<file path="src/hdl/tcw_pkg.sv">
package tcw_pkg;

   localparam int COLUMNS = 80;
   localparam int ROWS    = 25;

   localparam logic [2:0] FUNC_CHAR       = 3'd0;
   localparam logic [2:0] FUNC_HEX_BYTE   = 3'd1;
   localparam logic [2:0] FUNC_HEX_WORD   = 3'd2;
   localparam logic [2:0] FUNC_HEX_DWORD  = 3'd3;
   localparam logic [2:0] FUNC_DECIMAL    = 3'd4;
   localparam logic [2:0] FUNC_SET_CURSOR = 3'd5;

   localparam logic [7:0] CHAR_NEWLINE   = 8'h0A;
   localparam logic [7:0] CHAR_ZERO      = 8'h30;
   localparam logic [7:0] HEX_ALPHA_BASE = 8'h37;
   localparam logic [3:0] NIBBLE_NINE    = 4'h9;
   localparam logic [7:0] COLOUR_RESET   = 8'd15;

   typedef struct packed {
      logic [2:0]  func;
      logic [31:0] value;
      logic [6:0]  new_column;
      logic [4:0]  new_row;
   } req_type;

   typedef struct packed {
      logic        cell_write;
      logic [10:0] cell_address;
      logic [15:0] cell_entry;
      logic [7:0]  serial_char;
      logic        last;
   } rsp_type;

   typedef struct packed {
      logic load_char;
      logic load_hex;
      logic load_dec;
      logic set_cursor;
      logic convert_step;
      logic skip_digit;
      logic emit;
   } tcw_cmd_type;

   typedef struct packed {
      logic top_zero;
      logic count_one;
      logic bits_done;
      logic out_free;
   } tcw_status_type;

   typedef enum logic [3:0] {
      ST_IDLE    = 4'b0001,
      ST_CONVERT = 4'b0010,
      ST_SKIP    = 4'b0100,
      ST_EMIT    = 4'b1000
   } tcw_state_type;

   function automatic logic [7:0] hex_digit(input logic [3:0] nib);
      if (nib > NIBBLE_NINE) begin
         return {4'h0, nib} + HEX_ALPHA_BASE;
      end
      return {4'h0, nib} + CHAR_ZERO;
   endfunction

endpackage

</file>
<file path="src/hdl/text_console_writer.sv">
// Console request engine: one request in at a time, printed characters out as items, one per
// cycle while the consumer takes them. A character request emits its byte as is and a hex
// byte/word/dword request emits 2/4/8 hex digits; a decimal request is taken, runs a
// binary-to-BCD shift-add conversion, skips leading zero digits one at a time, leaves the
// skip, then emits its digits; set cursor, negative decimal and unused codes stay in idle and
// give no item. Output back-pressure stalls emitting. The text colour is written through
// csr_write_enable/csr_write_data, by the user only while idle; the block does not enforce it.
module text_console_writer
   import tcw_pkg::*;
(
   input  logic       clock,
   input  logic       reset,
   input  logic       req_valid,
   output logic       req_ready,
   input  req_type    req_data,
   output logic       rsp_valid,
   input  logic       rsp_ready,
   output rsp_type    rsp_data,
   input  logic       csr_write_enable,
   input  logic [7:0] csr_write_data
);

   tcw_cmd_type    cmd;
   tcw_status_type status;

   tcw_control u_control (
      .clock        (clock),
      .reset        (reset),
      .req_valid    (req_valid),
      .req_func     (req_data.func),
      .req_negative (req_data.value[31]),
      .req_ready    (req_ready),
      .status       (status),
      .cmd          (cmd)
   );

   tcw_datapath u_datapath (
      .clock            (clock),
      .reset            (reset),
      .req_data         (req_data),
      .csr_write_enable (csr_write_enable),
      .csr_write_data   (csr_write_data),
      .cmd              (cmd),
      .status           (status),
      .rsp_valid        (rsp_valid),
      .rsp_ready        (rsp_ready),
      .rsp_data         (rsp_data)
   );

endmodule

</file>
<file path="src/hdl/tcw_control.sv">
module tcw_control
   import tcw_pkg::*;
(
   input  logic           clock,
   input  logic           reset,
   input  logic           req_valid,
   input  logic [2:0]     req_func,
   input  logic           req_negative,
   output logic           req_ready,
   input  tcw_status_type status,
   output tcw_cmd_type    cmd
);

   tcw_state_type state_ff, state_in;

   always_ff @(posedge clock) begin
      if (reset) begin
         state_ff <= ST_IDLE;
      end else begin
         state_ff <= state_in;
      end
   end

   assign req_ready = (state_ff == ST_IDLE);

   always_comb begin
      state_in = state_ff;
      cmd      = '0;
      case (state_ff)
         ST_IDLE: begin
            if (req_valid) begin
               case (req_func)
                  FUNC_CHAR: begin
                     cmd.load_char = 1'b1;
                     state_in      = ST_EMIT;
                  end
                  FUNC_HEX_BYTE, FUNC_HEX_WORD, FUNC_HEX_DWORD: begin
                     cmd.load_hex = 1'b1;
                     state_in     = ST_EMIT;
                  end
                  FUNC_DECIMAL: begin
                     if (!req_negative) begin
                        cmd.load_dec = 1'b1;
                        state_in     = ST_CONVERT;
                     end
                  end
                  FUNC_SET_CURSOR: begin
                     cmd.set_cursor = 1'b1;
                  end
                  default: begin
                  end
               endcase
            end
         end
         ST_CONVERT: begin
            cmd.convert_step = 1'b1;
            if (status.bits_done) begin
               state_in = ST_SKIP;
            end
         end
         ST_SKIP: begin
            if (status.top_zero && !status.count_one) begin
               cmd.skip_digit = 1'b1;
            end else begin
               state_in = ST_EMIT;
            end
         end
         ST_EMIT: begin
            if (status.out_free) begin
               cmd.emit = 1'b1;
               if (status.count_one) begin
                  state_in = ST_IDLE;
               end
            end
         end
         default: begin
            state_in = ST_IDLE;
         end
      endcase
   end

endmodule

</file>
<file path="src/hdl/tcw_datapath.sv">
module tcw_datapath
   import tcw_pkg::*;
(
   input  logic           clock,
   input  logic           reset,
   input  req_type        req_data,
   input  logic           csr_write_enable,
   input  logic [7:0]     csr_write_data,
   input  tcw_cmd_type    cmd,
   output tcw_status_type status,
   output logic           rsp_valid,
   input  logic           rsp_ready,
   output rsp_type        rsp_data
);

   logic [6:0]  cursor_col_ff, cursor_col_in;
   logic [4:0]  cursor_row_ff, cursor_row_in;
   logic [7:0]  colour_ff, colour_in;
   logic        rsp_valid_ff, rsp_valid_in;
   rsp_type     rsp_data_ff, rsp_data_in;
   logic [39:0] digit_ff, digit_in;
   logic [30:0] bin_ff, bin_in;
   logic [4:0]  bit_cnt_ff, bit_cnt_in;
   logic [3:0]  count_ff, count_in;
   logic        raw_ff, raw_in;

   logic [39:0] adjusted;
   logic [7:0]  emit_char;
   logic [11:0] address_full;
   logic        col_at_end;
   logic        row_at_end;

   always_ff @(posedge clock) begin
      if (reset) begin
         cursor_col_ff <= '0;
         cursor_row_ff <= '0;
         colour_ff     <= COLOUR_RESET;
         rsp_valid_ff  <= 1'b0;
      end else begin
         cursor_col_ff <= cursor_col_in;
         cursor_row_ff <= cursor_row_in;
         colour_ff     <= colour_in;
         rsp_valid_ff  <= rsp_valid_in;
      end
   end

   always_ff @(posedge clock) begin
      rsp_data_ff <= rsp_data_in;
      digit_ff    <= digit_in;
      bin_ff      <= bin_in;
      bit_cnt_ff  <= bit_cnt_in;
      count_ff    <= count_in;
      raw_ff      <= raw_in;
   end

   // add-3 correction of every BCD nibble before the shift
   always_comb begin
      for (int i = 0; i < 10; i++) begin
         adjusted[i*4 +: 4] = (digit_ff[i*4 +: 4] > 4'd4) ?
                              digit_ff[i*4 +: 4] + 4'd3 : digit_ff[i*4 +: 4];
      end
   end

   assign emit_char    = raw_ff ? digit_ff[39:32] : hex_digit(digit_ff[39:36]);
   assign address_full = 12'(cursor_row_ff) * 12'(COLUMNS) + 12'(cursor_col_ff);
   assign col_at_end   = (cursor_col_ff == 7'(COLUMNS - 1));
   assign row_at_end   = (cursor_row_ff == 5'(ROWS - 1));

   always_comb begin
      cursor_col_in = cursor_col_ff;
      cursor_row_in = cursor_row_ff;
      colour_in     = csr_write_enable ? csr_write_data : colour_ff;
      rsp_valid_in  = rsp_valid_ff && !rsp_ready;
      rsp_data_in   = rsp_data_ff;
      digit_in      = digit_ff;
      bin_in        = bin_ff;
      bit_cnt_in    = bit_cnt_ff;
      count_in      = count_ff;
      raw_in        = raw_ff;

      if (cmd.load_char) begin
         digit_in = {req_data.value[7:0], 32'h0};
         raw_in   = 1'b1;
         count_in = 4'd1;
      end

      if (cmd.load_hex) begin
         raw_in = 1'b0;
         case (req_data.func)
            FUNC_HEX_BYTE: begin
               digit_in = {req_data.value[7:0], 32'h0};
               count_in = 4'd2;
            end
            FUNC_HEX_WORD: begin
               digit_in = {req_data.value[15:0], 24'h0};
               count_in = 4'd4;
            end
            default: begin
               digit_in = {req_data.value, 8'h0};
               count_in = 4'd8;
            end
         endcase
      end

      if (cmd.load_dec) begin
         raw_in     = 1'b0;
         digit_in   = '0;
         bin_in     = req_data.value[30:0];
         bit_cnt_in = 5'd30;
         count_in   = 4'd10;
      end

      if (cmd.convert_step) begin
         digit_in   = {adjusted[38:0], bin_ff[30]};
         bin_in     = {bin_ff[29:0], 1'b0};
         bit_cnt_in = bit_cnt_ff - 5'd1;
      end

      if (cmd.skip_digit) begin
         digit_in = {digit_ff[35:0], 4'h0};
         count_in = count_ff - 4'd1;
      end

      if (cmd.set_cursor) begin
         cursor_col_in = (req_data.new_column > 7'(COLUMNS - 1)) ?
                         7'(COLUMNS - 1) : req_data.new_column;
         cursor_row_in = (req_data.new_row > 5'(ROWS - 1)) ?
                         5'(ROWS - 1) : req_data.new_row;
      end

      if (cmd.emit) begin
         rsp_valid_in            = 1'b1;
         rsp_data_in.serial_char = emit_char;
         rsp_data_in.last        = (count_ff == 4'd1);
         digit_in                = {digit_ff[35:0], 4'h0};
         count_in                = count_ff - 4'd1;
         if (emit_char == CHAR_NEWLINE) begin
            rsp_data_in.cell_write   = 1'b0;
            rsp_data_in.cell_address = '0;
            rsp_data_in.cell_entry   = '0;
            cursor_col_in            = '0;
            cursor_row_in            = row_at_end ? '0 : cursor_row_ff + 5'd1;
         end else begin
            rsp_data_in.cell_write   = 1'b1;
            rsp_data_in.cell_address = address_full[10:0];
            rsp_data_in.cell_entry   = {colour_ff, emit_char};
            if (col_at_end) begin
               cursor_col_in = '0;
               cursor_row_in = row_at_end ? '0 : cursor_row_ff + 5'd1;
            end else begin
               cursor_col_in = cursor_col_ff + 7'd1;
            end
         end
      end
   end

   assign status.top_zero  = (digit_ff[39:36] == 4'h0);
   assign status.count_one = (count_ff == 4'd1);
   assign status.bits_done = (bit_cnt_ff == 5'd0);
   assign status.out_free  = !rsp_valid_ff || rsp_ready;

   assign rsp_valid = rsp_valid_ff;
   assign rsp_data  = rsp_data_ff;

   a_col_range: assert property (@(posedge clock) disable iff (reset)
      cursor_col_ff <= 7'(COLUMNS - 1))
      else $error("cursor column out of range");

   a_row_range: assert property (@(posedge clock) disable iff (reset)
      cursor_row_ff <= 5'(ROWS - 1))
      else $error("cursor row out of range");

   a_emit_free: assert property (@(posedge clock) disable iff (reset)
      cmd.emit |-> (!rsp_valid_ff || rsp_ready))
      else $error("item overwritten in output register");

   a_newline_no_cell: assert property (@(posedge clock) disable iff (reset)
      (rsp_valid_ff && rsp_data_ff.serial_char == CHAR_NEWLINE) |->
      (!rsp_data_ff.cell_write && rsp_data_ff.cell_address == '0))
      else $error("newline wrote a cell");

endmodule

</file>
<file path="config.mk">
export PLATFORM = sky130hd
export DESIGN_NAME = text_console_writer
export DESIGN_NICKNAME = d
export VERILOG_FILES = /design/src/hdl/tcw_pkg.sv /design/src/hdl/text_console_writer.sv /design/src/hdl/tcw_control.sv /design/src/hdl/tcw_datapath.sv
export SDC_FILE = /design/constraint.sdc
export NUM_CORES = 1
export LEC_CHECK = 0
export BUFFER_PORTS_ARGS = -buffer_cell sky130_fd_sc_hd__buf_2
export CORE_MARGIN = 2
export CORE_UTILIZATION = 30
export DETAILED_ROUTE_END_ITERATION = 16
export GPL_TIMING_DRIVEN = 0
export HOLD_SLACK_MARGIN = 0.02
export MAX_ROUTING_LAYER = met4
export PLACE_DENSITY_LB_ADDON = 0.2
export SLEW_MARGIN = 20
export SYNTH_ARGS = -nofsm -noshare
export SYNTH_HDL_FRONTEND = slang
export SYNTH_SLANG_ARGS = --single-unit
</file>
<file path="constraint.sdc">
create_clock -name clock -period 7.3 [get_ports clock]
set_clock_uncertainty 0.2 [all_clocks]
set_input_delay 1.825 -clock clock [delete_from_list [all_inputs] [get_ports clock]]
set_output_delay 1.825 -clock clock [all_outputs]
set_load 0.005 [all_outputs]
</file>
==> impl_metrics.tcl <==
set metrics [dict create \
    status "complete, no violations" \
    fill_cells 2632 \
    viasPerCell 5.100 \
    cts_tree "done" \
    period_minus_slack_ns 3.969 \
    hold_class "reg2reg" \
    synth_common_cells "edfxtp_1 (112), a21oi_1 (49), nand2_1 (48)" \
    max_slew.worst_pin.slew_ns 0.7947 \
    synth_xor_xnor_area_share 0.02793 \
    power.total_mw 2.222 \
    muxShareOfSynthArea 0.02745 \
    gp_congestion 0.8630 \
    cp_common_cell "buf_2" \
    power.density_nw_per_um2 236.7 \
    fmax_ghz 0.2520 \
    drive_above_1_share 0.1969 \
    netlist.area_leader.share 0.4291 \
    yosys-top-cells-area "edfxtp_1 (43%), dfxtp_1 (7.9%), ha_1 (5.6%)" \
    ys_ff_latch 143 \
    synth_edf_count 112 \
    layout_setup_ws_ns 3.331 \
    synth.most_common_cell "edfxtp_1" \
    rsz0062_at_grt "false" \
    dieArea_um2 27440 \
    yosys.area.top_type "edfxtp_1" \
    slew_headroom 0.4702 \
    worst_skew_pair.late_latency_ns 0.43 \
    diodes 0 \
    crit_slowest_cell "nand2b_2" \
    maxCapViolCount 0 \
    reg2reg_setup_slack_ns 3.97 \
    synthCells 718 \
    synth-seq-area-share 0.5082 \
    synth_ff_type "edfxtp_1" \
    cts_resized 0 \
    fp.dieW_um 165.6 \
    clockRootBuffer "clkbuf_16" \
    cp.required_ns 7.22 \
    synthAdderAreaFrac 0.06097 \
    path_class "in2reg" \
    yosys.area_share.simple 0.1352 \
    drt-total-wl_um 21410 \
    cts_hold_buffers 0 \
    dpl_cell_area_um2 8816 \
    antenna_found_initial 0 \
    fin_tns_setup_ns 0 \
    synth_cell_types 73 \
    yosys_warnings 0 \
    cts_buffers 17 \
    syn_to_final_growth_pct 19.78 \
    finalInstanceArea_um2 9389 \
    grt_pass1_wl_um 33960 \
    std_cell_rows 59 \
    synth_compound_area_frac 0.1938 \
    overflow 0 \
    post-cts-setup-buffers 0 \
    ant_nets 0 \
    grt_max_degree 43 \
    nets 932 \
    first_pass_iters 5 \
    drtIter0Drc 557 \
    synth_top_family_by_area "compound AO/OA/AOI/OAI gates" \
    clk_pin_slew_worst_paths_ns 0.06 \
    clkSinkCount 143 \
    power_leakage_nw 3.529 \
    synth_area_um2 7839 \
    num_vias 6033 \
    first_global_vias 5945 \
    syn_area_per_cell_um2 10.92 \
    die_h_um 165.6 \
    synth_fp_nets 815 \
    post-route-drc-count 0 \
    hold_viol 0 \
    end_kind "flip-flop" \
    ctsLongestPathBuffers 2 \
    start_util 0.3034 \
    ir_drop_v 0.0001778 \
    cp_data_arrival_time_ns 3.88 \
    critPathMaxStageDelay_ns 0.45 \
    path_max_fanout 27 \
    cp_cell_sequence "buf_2 -> nand2b_1 -> nand2_1 -> and2_1 -> buf_2 -> o21ai_1 -> nand2b_2 -> buf_12" \
    wire_per_inst_um 18.10 \
    async_flop_share 0 \
    dpl.hpwl_um 15430 \
    post-route-period-util 0.5437 \
    timing.critical_path.from_type "input pin" \
    cts_htree_levels 4 \
    maxSlewViolCount 0 \
    coreArea_um2 25840 \
    grt_use_total 0.1624 \
    dp_slack_ns 2.850 \
    ios 99 \
    finalSetupViolCount 0 \
    io_buffer_count 95 \
]
==> worst paths after layout <==
path	startpoint	endpoint	cells after the start
max	rsp_ready	u_datapath.digit_ff[29]$_DFFE_PP_	8
min	u_datapath.bin_ff[30]$_DFFE_PP_	u_datapath.digit_ff[0]$_SDFFE_PP0P_	2
max reg2reg	u_control.state_ff[3]$_SDFFE_PP0P_	u_datapath.digit_ff[29]$_DFFE_PP_	7
min reg2reg	u_datapath.bin_ff[30]$_DFFE_PP_	u_datapath.digit_ff[0]$_SDFFE_PP0P_	2
==> kinds of logic (layout without fill, tap and decap cells) <==
kind of cell,after synthesis,after routing
xor+xnor,25,25
buf+inv,83,213
simple gates,198,198
compound gates,211,211
mux,21,21
fa+ha+maj,37,37
flops,143,143
==> per-stage QoR <==
step | hold WS, ns | utilization | std cells
after global routing | 0.2885 | 0.3634 | 1183
after floorplan | 0.2176 | - | 718
after global placement | 0.2229 | 0.3380 | 1148
after CTS | 0.2538 | 0.3634 | 1183
final | 0.2490 | 0.3634 | 1183
after detailed placement | 0.2334 | 0.3412 | 1151
==> metal layers <==
layer,global-route usage,vias up,routed length (µm)
met2,0.2463,135,9811
met4,0.04915,0,376
met5,-,-,0
li1,-,2963,-
met3,0.03130,23,924
met1,0.2205,2912,10300
==> worst max-delay path: cells and delay by family <==
family / cells / cell delay (ns)
buffers and inverters: 3 / 0.49
and+or+nand+nor: 4 / 1.12
AOI/OAI and AO/OA: 1 / 0.43
==> report_power, final <==
part,leakage (nW),total (mW),switching [mW],internal [mW]
combinational,1.97,0.367,0.222,0.145
sequential,1.29,0.998,0.0439,0.955
clock,0.268,0.856,0.373,0.484
total,3.53,2.22,0.639,1.58
==> registers in the layout, summed over array words and instances (netlist names) <==
register / count
u_datapath.colour_ff: 8
u_datapath.bit_cnt_ff: 5
u_datapath.rsp_data: 37
u_datapath.raw_ff: 1
u_datapath.count_ff: 4
u_datapath.cursor_row_ff: 5
u_datapath.digit_ff: 40
u_datapath.rsp_valid: 1
u_datapath.bin_ff: 31
u_datapath.cursor_col_ff: 7
u_control.state_ff: 4
==> cell type report <==
cell class	count	area, µm²	area share
buffer	36	175.2	0.01866
clock buffer	18	439.2	0.04678
clock inverter	14	133.9	0.01426
inverter	47	190.2	0.02026
multi-input combinational	492	3505	0.3733
sequential	143	3984	0.4243
tap	335	419.2	0.04464
timing repair buffer	98	543.0	0.05784
==> placed cells by master, fill, tap and decap left out, types with 19 or more instances in the layout <==
cell / n
edfxtp_1: 112
a21oi_1: 49
ha_1: 35
nor2_1: 44
a22o_1: 32
dfxtp_1: 31
nand2_1: 48
inv_1: 45
xnor2_1: 19
o21ai_0: 35
buf_2: 106
Power figures use the tool's default switching activity.
